<file path="src/sv/chd_pkg.sv">
// Shared types, constants and helpers for the chunked transfer decoder.
package chd_pkg;

   localparam int SIZE_BITS = 32;

   localparam logic [7:0] CH_CR = 8'h0D;
   localparam logic [7:0] CH_LF = 8'h0A;
   localparam logic [7:0] CH_SP = 8'h20;

   localparam logic [1:0] PH_SIZE0   = 2'd0;
   localparam logic [1:0] PH_SIZE1   = 2'd1;
   localparam logic [1:0] PH_DATA    = 2'd2;
   localparam logic [1:0] PH_TRAILER = 2'd3;

   localparam logic [2:0] ERR_NONE       = 3'd0;
   localparam logic [2:0] ERR_AFTER_SP   = 3'd1;
   localparam logic [2:0] ERR_NO_LF      = 3'd2;
   localparam logic [2:0] ERR_NO_CR      = 3'd3;
   localparam logic [2:0] ERR_EMPTY_SIZE = 3'd4;
   localparam logic [2:0] ERR_BAD_HEX    = 3'd5;
   localparam logic [2:0] ERR_STRAY_LF   = 3'd6;
   localparam logic [2:0] ERR_OVERFLOW   = 3'd7;

   localparam int RSP_DATA_BITS = 16;

   typedef struct packed {
      logic [1:0]           phase;
      logic [SIZE_BITS-1:0] chunk_remaining;
      logic [1:0]           cr_count;
      logic [1:0]           lf_count;
      logic                 space_seen;
      logic                 done_flag;
      logic [2:0]           error_latch;
   } chd_state_type;

   // Bit 4 set means not a hex digit; else bits 3:0 hold the digit value.
   function automatic logic [4:0] hex_value(input logic [7:0] ch);
      logic [7:0] lc;
      lc = ch | 8'h20;
      if (ch >= 8'h30 && ch <= 8'h39) begin
         hex_value = {1'b0, ch[3:0]};
      end else if (lc >= 8'h61 && lc <= 8'h66) begin
         hex_value = {1'b0, lc[3:0] + 4'd9};
      end else begin
         hex_value = 5'h10;
      end
   endfunction

endpackage

</file>
<file path="src/sv/chd_step.sv">
// Next-state and result logic for one body byte of the chunked decoder.
module chd_step
   import chd_pkg::*;
(
   input  logic          decode_enable,
   input  logic [7:0]    ch,
   input  chd_state_type cur,
   output chd_state_type nxt,
   output logic          payload_valid
);

   logic [4:0] hex;
   logic [1:0] lf_inc;

   assign hex    = hex_value(ch);
   assign lf_inc = cur.lf_count + 2'd1;

   always_comb begin
      nxt           = cur;
      payload_valid = 1'b0;
      if (!decode_enable) begin
         payload_valid = 1'b1;
      end else if (cur.done_flag || cur.error_latch != ERR_NONE) begin
         payload_valid = 1'b0;
      end else if (cur.space_seen) begin
         if (ch == CH_SP) begin
            nxt.space_seen = 1'b1;
         end else if (ch == CH_CR) begin
            nxt.space_seen = 1'b0;
            nxt.cr_count   = 2'd1;
         end else begin
            nxt.error_latch = ERR_AFTER_SP;
         end
      end else if (cur.cr_count > cur.lf_count) begin
         // line end: expecting LF
         if (ch != CH_LF) begin
            nxt.error_latch = ERR_NO_LF;
         end else begin
            nxt.lf_count = lf_inc;
            case (cur.phase)
               PH_SIZE1: begin
                  if (cur.chunk_remaining != '0) begin
                     nxt.phase    = PH_DATA;
                     nxt.cr_count = 2'd0;
                     nxt.lf_count = 2'd0;
                  end else begin
                     nxt.phase = PH_TRAILER;
                  end
               end
               PH_DATA: begin
                  nxt.phase    = PH_SIZE0;
                  nxt.cr_count = 2'd0;
                  nxt.lf_count = 2'd0;
               end
               PH_TRAILER: begin
                  if (cur.cr_count == 2'd2 && lf_inc == 2'd2) begin
                     nxt.done_flag = 1'b1;
                  end
               end
               default: begin
                  nxt.lf_count = lf_inc;
               end
            endcase
         end
      end else begin
         case (cur.phase)
            PH_DATA: begin
               if (cur.chunk_remaining == '0) begin
                  if (ch == CH_SP) begin
                     nxt.space_seen = 1'b1;
                  end else if (ch == CH_CR) begin
                     nxt.cr_count = 2'd1;
                  end else begin
                     nxt.error_latch = ERR_NO_CR;
                  end
               end else begin
                  nxt.chunk_remaining = cur.chunk_remaining - 1'b1;
                  payload_valid       = 1'b1;
               end
            end
            PH_SIZE0, PH_SIZE1: begin
               if (cur.phase == PH_SIZE0 && (ch == CH_CR || ch == CH_LF)) begin
                  nxt.error_latch = ERR_EMPTY_SIZE;
               end else begin
                  nxt.phase = PH_SIZE1;
                  if (ch == CH_SP) begin
                     nxt.space_seen = 1'b1;
                  end else if (ch == CH_CR) begin
                     nxt.cr_count = 2'd1;
                  end else if (hex[4]) begin
                     nxt.error_latch = ERR_BAD_HEX;
                  end else if (cur.chunk_remaining[SIZE_BITS-1 -: 4] != 4'd0) begin
                     nxt.error_latch = ERR_OVERFLOW;
                  end else begin
                     nxt.chunk_remaining = {cur.chunk_remaining[SIZE_BITS-5:0], hex[3:0]};
                  end
               end
            end
            default: begin
               // trailer lines
               if (ch == CH_CR) begin
                  nxt.cr_count = cur.cr_count + 2'd1;
               end else if (ch != CH_LF) begin
                  nxt.cr_count = 2'd0;
                  nxt.lf_count = 2'd0;
               end else begin
                  nxt.error_latch = ERR_STRAY_LF;
               end
            end
         endcase
      end
   end

endmodule

</file>
<file path="src/sv/http_chunked_decoder.sv">
// Top level of the HTTP/1.1 chunked transfer decoder.
//
// Usage:
//   req_ channel: one raw body byte per item in req_tdata[7:0].
//   rsp_ channel: exactly one result item per input item, in order.
//     rsp_tdata = {3'b0, error_code, finished, payload_valid, payload_byte}.
//     payload_byte is zero when payload_valid is low; downstream keeps
//     items with payload_valid set and watches finished / error_code.
//   csr_ port: csr_wen writes csr_wdata[0] into decode_enable (reset 0,
//     i.e. pass-through). Write only while the block holds no item.
// Timing:
//   An item is captured in the input register and decoded from there into
//   the result register, which offers its result once it is free. One item
//   per cycle sustained while rsp_tready stays high; the decode state
//   feeds back from the state register through the step logic.
// Reset: clears decoder state, both pipeline stages and decode_enable.
// Stall: with rsp_tready low the result register holds, the input register
//   still takes one more item, then req_tready drops until space frees.
module http_chunked_decoder
   import chd_pkg::*;
(
   input  logic                     clock,
   input  logic                     reset,
   input  logic                     req_tvalid,
   output logic                     req_tready,
   input  logic [7:0]               req_tdata,  // [7:0] in_byte
   output logic                     rsp_tvalid,
   input  logic                     rsp_tready,
   // [7:0] payload_byte, [8] payload_valid, [9] finished, [12:10] error_code
   output logic [RSP_DATA_BITS-1:0] rsp_tdata,
   input  logic                     csr_wen,
   input  logic [0:0]               csr_wdata
);

   logic                     decode_enable_ff;
   logic                     in_valid_ff, in_valid_in;
   logic [7:0]               in_byte_ff;
   logic                     out_valid_ff, out_valid_in;
   logic [RSP_DATA_BITS-1:0] out_data_ff, out_data_in;
   chd_state_type            state_ff, state_in, state_nxt;
   logic                     step_valid;
   logic                     out_free, move;

   chd_step u_step (
      .decode_enable (decode_enable_ff),
      .ch            (in_byte_ff),
      .cur           (state_ff),
      .nxt           (state_nxt),
      .payload_valid (step_valid)
   );

   // handshake: output register frees when empty or being taken
   assign out_free   = !out_valid_ff || rsp_tready;
   assign move       = in_valid_ff && out_free;
   assign req_tready = !in_valid_ff || move;

   assign in_valid_in  = (req_tvalid && req_tready) || (in_valid_ff && !move);
   assign out_valid_in = move || (out_valid_ff && !rsp_tready);
   assign state_in     = move ? state_nxt : state_ff;

   always_comb begin
      out_data_in = out_data_ff;
      if (move) begin
         out_data_in = {3'b000, state_nxt.error_latch, state_nxt.done_flag, step_valid,
                        step_valid ? in_byte_ff : 8'h00};
      end
   end

   always_ff @(posedge clock) begin
      if (reset) begin
         decode_enable_ff         <= 1'b0;
         in_valid_ff              <= 1'b0;
         out_valid_ff             <= 1'b0;
         state_ff.phase           <= PH_SIZE0;
         state_ff.chunk_remaining <= '0;
         state_ff.cr_count        <= 2'd0;
         state_ff.lf_count        <= 2'd0;
         state_ff.space_seen      <= 1'b0;
         state_ff.done_flag       <= 1'b0;
         state_ff.error_latch     <= ERR_NONE;
      end else begin
         if (csr_wen) begin
            decode_enable_ff <= csr_wdata[0];
         end
         in_valid_ff  <= in_valid_in;
         out_valid_ff <= out_valid_in;
         state_ff     <= state_in;
      end
   end

   // payload registers
   always_ff @(posedge clock) begin
      if (req_tvalid && req_tready) begin
         in_byte_ff <= req_tdata;
      end
      out_data_ff <= out_data_in;
   end

   assign rsp_tvalid = out_valid_ff;
   assign rsp_tdata  = out_data_ff;

endmodule

</file>
<file path="config.mk">
export PLATFORM = sky130hd
export DESIGN_NAME = http_chunked_decoder
export DESIGN_NICKNAME = d
export VERILOG_FILES = /design/src/sv/chd_pkg.sv /design/src/sv/chd_step.sv /design/src/sv/http_chunked_decoder.sv
export SDC_FILE = /design/constraint.sdc
export NUM_CORES = 1
export LEC_CHECK = 0
export BUFFER_PORTS_ARGS = -buffer_cell sky130_fd_sc_hd__clkbuf_2
export CAP_MARGIN = 20
export CELL_PAD_IN_SITES_DETAIL_PLACEMENT = 0
export CELL_PAD_IN_SITES_GLOBAL_PLACEMENT = 1
export CORE_ASPECT_RATIO = 1.2
export CORE_MARGIN = 4
export CORE_UTILIZATION = 49
export DETAILED_ROUTE_END_ITERATION = 10
export PLACE_DENSITY_LB_ADDON = 0.2
export SLEW_MARGIN = 5
export SYNTH_ARGS = -nofsm -noshare
export SYNTH_HDL_FRONTEND = slang
export SYNTH_SLANG_ARGS = --single-unit
export TNS_END_PERCENT = 100
</file>
<file path="constraint.sdc">
create_clock -name clock -period 4.6 [get_ports clock]
set_input_delay 0.46 -clock clock [delete_from_list [all_inputs] [get_ports clock]]
set_output_delay 0.46 -clock clock [all_outputs]
set_load 0.005 [all_outputs]
</file>
### Word level (Yosys, flattened, before mapping)

Index checks and enable logic that the tools add are counted.

* logic and storage cells: 150
* output and inout port bits: 18
* register bits after elaboration: 67
* input port bits: 14

* order comparisons: 5
* mux-type cells: 65
* bitwise operators: 3
* reductions and logical operators: 34
* equal/unequal tests: 26
* $add $sub $neg: 4

Operator list (number)
* two-way mux 32 bit: 4
* one-hot mux 32 bit (2 select lines): 1
* two-way mux 3 bit: 15
* two-way mux 36 bit: 1
* two-way mux 34 bit: 1
* logical NOT 32 bit: 1
* nonzero test 32 bit: 1
* subtractor 32 x 1 -> 32 bit (second input constant): 1
* two-way mux 4 bit: 6
* two-way mux 2 bit: 10
* two-way mux 1 bit: 19
* == test 8 x 4 -> 1 bit (second input constant): 2
* inequality test 2 bit (second input constant): 8
* one-hot mux 2 bit (2 select lines): 4
* AND reduction 8 bit: 2
* inequality test 4 bit (second input constant): 3
* AND reduction 12 bit: 1
* two-way mux 5 bit: 2
* AND reduction 10 bit: 1
* == test 2 bit (second input constant): 4
* == test 8 x 6 -> 1 bit (second input constant): 1
* >= comparator 8 x 6 -> 1 bit (second input constant): 1
* >= comparator 8 x 7 -> 1 bit (second input constant): 1
* <= comparator 8 x 6 -> 1 bit (second input constant): 1
* 24 further kinds: 46

### Logic depth before layout (Yosys ltp)

* word-level depth: 13
* depth in mapped cells: 11
* gate-level depth less buffers: 8

### Hierarchy

Synthesis repeated with hierarchy kept, for this count alone.

* cells, all modules: 583
* area, all modules: 4952.2 sq um

By module, submodules not included
* http_chunked_decoder: sequential area each 1551.5 sq um, area each 2751.4 sq um, cells each 232, times used 1
* chd_step: sequential area each 0.0 sq um, area each 2200.9 sq um, cells each 351, times used 1

### Least setup slack after synthesis

No wires, ideal clock.

* path kind: reg2reg
* start point: reg state_ff[6] (netlist bit)
* end point: reg state_ff[18] (netlist bit)
* library setup time: 0.134 ns
* arrival: 2.268 ns
* slack: 2.198 ns
* path buffers: 2
* cell stages (with the launch flop): 11
* data required time: 4.466 ns
* clock period less this slack: 2.402 ns
* cells stage by stage: dfxtp_1 inv_1 ha_1 nor2b_1 o31ai_1 o2111ai_1 a211o_1 buf_6 buf_4 a21oi_1 o32ai_2

* cells in the longest elaborated chain, start to end: 3

RTL lines
* start: declaration: RTL line http_chunked_decoder.sv:40 `chd_state_type state_ff, state_in, state_nxt;`
* start signal: assignment: RTL line http_chunked_decoder.sv:87 `state_ff <= state_in;`
* greater-than comparator 2 bit: RTL line chd_step.sv:34 `end else if (cur.cr_count > cur.lf_count) begin`
* inverter 1 bit (no line)
* AND reduction 12 bit (no line)

No other way between the ends.
A chain may end at the register's enable or synchronous reset.

### Worst setup path in the final report

* start point: reg state_ff[9] (netlist bit)
* end point: reg state_ff[25] (netlist bit)

* cells in the longest elaborated chain, start to end: 3
* elaborated cells on any way between the ends: 6
* those cells by class: 1 x add/sub; 1 x eq/ne; 2 x mux; 2 x reduce/logical

RTL lines (RTL line)
* subtractor 32 x 1 -> 32 bit / logical NOT 32 bit (equally long branches): chd_step.sv:77, chd_step.sv:68
* two-way mux 32 bit / inequality test 2 bit (equally long branches)
* one-hot mux 32 bit (2 select lines) / AND reduction 12 bit (equally long branches)

Parallel ways exist; a longest one is shown, timed or not. The select of a mux whose other input is x is not followed.

==> reports/metrics.yaml <==
die_h_um: 109
p_total_mw: 1.22
cts_buffers: 9
vdd_drop_max_v: 0.000207
synthesis.area_mm2: 0.00417
drt_first_iter_violations: 202
grt_pass1_wl_mm: 17.9
outcome: "complete, no violations"
drc: 0
place_area_mm2: 0.00435
relSlewSlack_pct: 28.6
ios: 32
final_core_util_pct: 55.5
cts_buffer_depth: 2
hold_buffers: 0
slew_viol_final: 0
avgSynthCellArea_um2: 8.41
cp-startpoint: "state_ff[9]$_SDFFE_PP0P_"
finalClockSkew_ps: 9.01
core-area_mm2: 0.00820
dieArea_mm2: 0.0101
r2r-end: "state_ff[25]$_SDFFE_PP0P_"
setup_slack_ps: 1500
fin_cells: 630
n_antenna_cell: 0
dr.pass1.iters: 4
r2r_slack_ps: 1500
synth_ff_type: "dfxtp_1"
stdcell_area_mm2: 0.00455
hold_viol_final: 0
cp-end-kind: "flop"
synth-seq-cells: 67
tns_ps: 0
cts_tree: "done"
initial_utilization_pct: 50.9
grt_overflow_total: 0
grt_start_max_net_pins: 42
dpl.hpwl_mm: 7.34
row_count: 36
maxCapViolCount: 0
cellPowerDensity_mw_per_mm2: 269
vias: 3852
synthDistinctLibCells: 76
antenna_found_initial: 0
layout_commonest_cell: "nand2_1"
path_class: "reg -> reg"
ctsResizeCount: 0
postCtsSetupBuffers: 0
max_freq_mhz: 323
hp-class: "in -> reg"
setup.worst_path.end: "state_ff[25]$_SDFFE_PP0P_"
fin_crit_sh_pct: 67.4
track_usage_pct: 22.0
gp_congestion: 0.877
io_buffers: 28
finalHoldWorstSlack_ps: 280
synthArstFlopShare_pct: 0
drive_gt1_share_pct: 13.4
worst_slew_pin_slew_ps: 1070
rsz0062_at_grt: "false"
r2r_start: "state_ff[9]$_SDFFE_PP0P_"
setup_viol: 0
fillers: 814
rr_worst_depth: 9
clock_latency_ps: 350
viasPerCell: 6.11
avgRoutedWirePerCell_um: 16.8
detail-route-antenna-nets: 0
syn_inst: 496
ys_warn_count: 0
final_nets: 539
worstPathArrival_ps: 3350
leakagePower_nw: 1.64
clock_sinks: 67
placed_cells: 614
dp_slack_ps: 1580
start_kind: "flop"
clockRootBuffer: "clkbuf_8"
synth_edf_count: 21
first_global_vias: 3787
period_minus_slack_ps: 3100
cts.clk_slew.worst_paths_ps: 80
crit_required_ps: 4850
layout_common_cells: "nand2_1 (57), a21oi_1 (48), dfxtp_1 (46)"
die_w_um: 92.2
wirelength_mm: 10.6
area_growth_pct: 9.09
yosysSeqAreaShare_pct: 37.2
cts-htree-levels: 3
critPathMaxFanout: 23
==> cells in the mapped netlist, types with 6 or more instances <==
master / number / area, um^2
dfxtp_1: 46 / 921
nor4_1: 10 / 62.6
inv_1: 15 / 56.3
a21oi_1: 48 / 240
o21ai_1: 25 / 125
nor3_1: 26 / 130
clkbuf_1: 19 / 71.3
o31ai_1: 9 / 67.6
nand3_1: 12 / 60.1
o21ai_0: 19 / 95.1
or3_1: 6 / 37.5
o21a_1: 6 / 45.0
nor2_1: 31 / 116
ha_1: 14 / 175
nand2_1: 57 / 214
edfxtp_1: 21 / 631
and2_1: 13 / 81.3
==> cell families (layout without fill, tap and decap cells) <==
logic type,count (synthesis),in the layout,share of synthesized area [%]
DFF,67,67,37.2
and+or+nand+nor,196,196,25.8
other,1,3,0.0899
muxes,4,4,0.990
AOI/OAI and AO/OA,167,167,26.6
buffers and inverters,47,65,5.13
adders and majority gates,14,14,4.20
==> cell type report <==
cell class / count / area [um^2] / share of cell area [%]
Inverter: 15 / 56.3 / 1.24
Timing Repair Buffer: 34 / 185 / 4.07
Sequential cell: 67 / 1550 / 34.1
Clock buffer: 9 / 124 / 2.72
Tap cell: 114 / 143 / 3.14
Clock inverter: 7 / 77.6 / 1.71
Multi-Input combinational cell: 384 / 2410 / 53.0
==> sequential cells by signal (all words and copies together) (netlist names) <==
name and flops:
in_valid_ff 1, state_ff 43, rsp_tdata 13, decode_enable_ff 1, rsp_tvalid 1, in_byte_ff 8
==> worst max-delay path, cell delays in order (launching register included) <==
cell     delay (ps)
dfxtp_1         360
inv_1           120
ha_1            200
nor3b_2         400
nand4_1         360
nor4_4          400
a211o_1         500
buf_4           370
nor3_1           90
a31o_1          200
==> worst min path at each step <==
| stage | slack (ps) | cells past startpoint | from | to |
|---|---|---|---|---|
| 3_5_place_dp | 490 | 2 | state_ff[40]$_SDFFE_PP0P_ | state_ff[40]$_SDFFE_PP0P_ |
| 3_3_place_gp | 460 | 2 | state_ff[6]$_SDFFE_PP0P_ | state_ff[6]$_SDFFE_PP0P_ |
| 2_1_floorplan | 440 | 2 | state_ff[6]$_SDFFE_PP0P_ | state_ff[6]$_SDFFE_PP0P_ |
| 4_1_cts | 260 | 1 | req_tdata[4] | in_byte_ff[4]$_DFFE_PP_ |
| 6_report | 280 | 1 | req_tdata[6] | in_byte_ff[6]$_DFFE_PP_ |
| 5_1_grt | 260 | 1 | req_tdata[7] | in_byte_ff[7]$_DFFE_PP_ |
==> power breakdown <==
| part | internal [mW] | total, mW | switching (mW) |
|---|---|---|---|
| Sequential | 0.623 | 0.634 | 0.0106 |
| Combinational | 0.0322 | 0.0848 | 0.0526 |
| Clock | 0.254 | 0.505 | 0.251 |
==> per-layer routing <==
layer / global-route usage (%) / share of wire, % / vias up
li1: - / - / 1887
met1: 26.0 / 43 / 1851
met2: 39.7 / 51 / 97
met3: 3.93 / 3.7 / 17
met4: 8.70 / 2.0 / 0
met5: 0 / 0 / -
No activity file was read; power rests on OpenSTA's default activity.
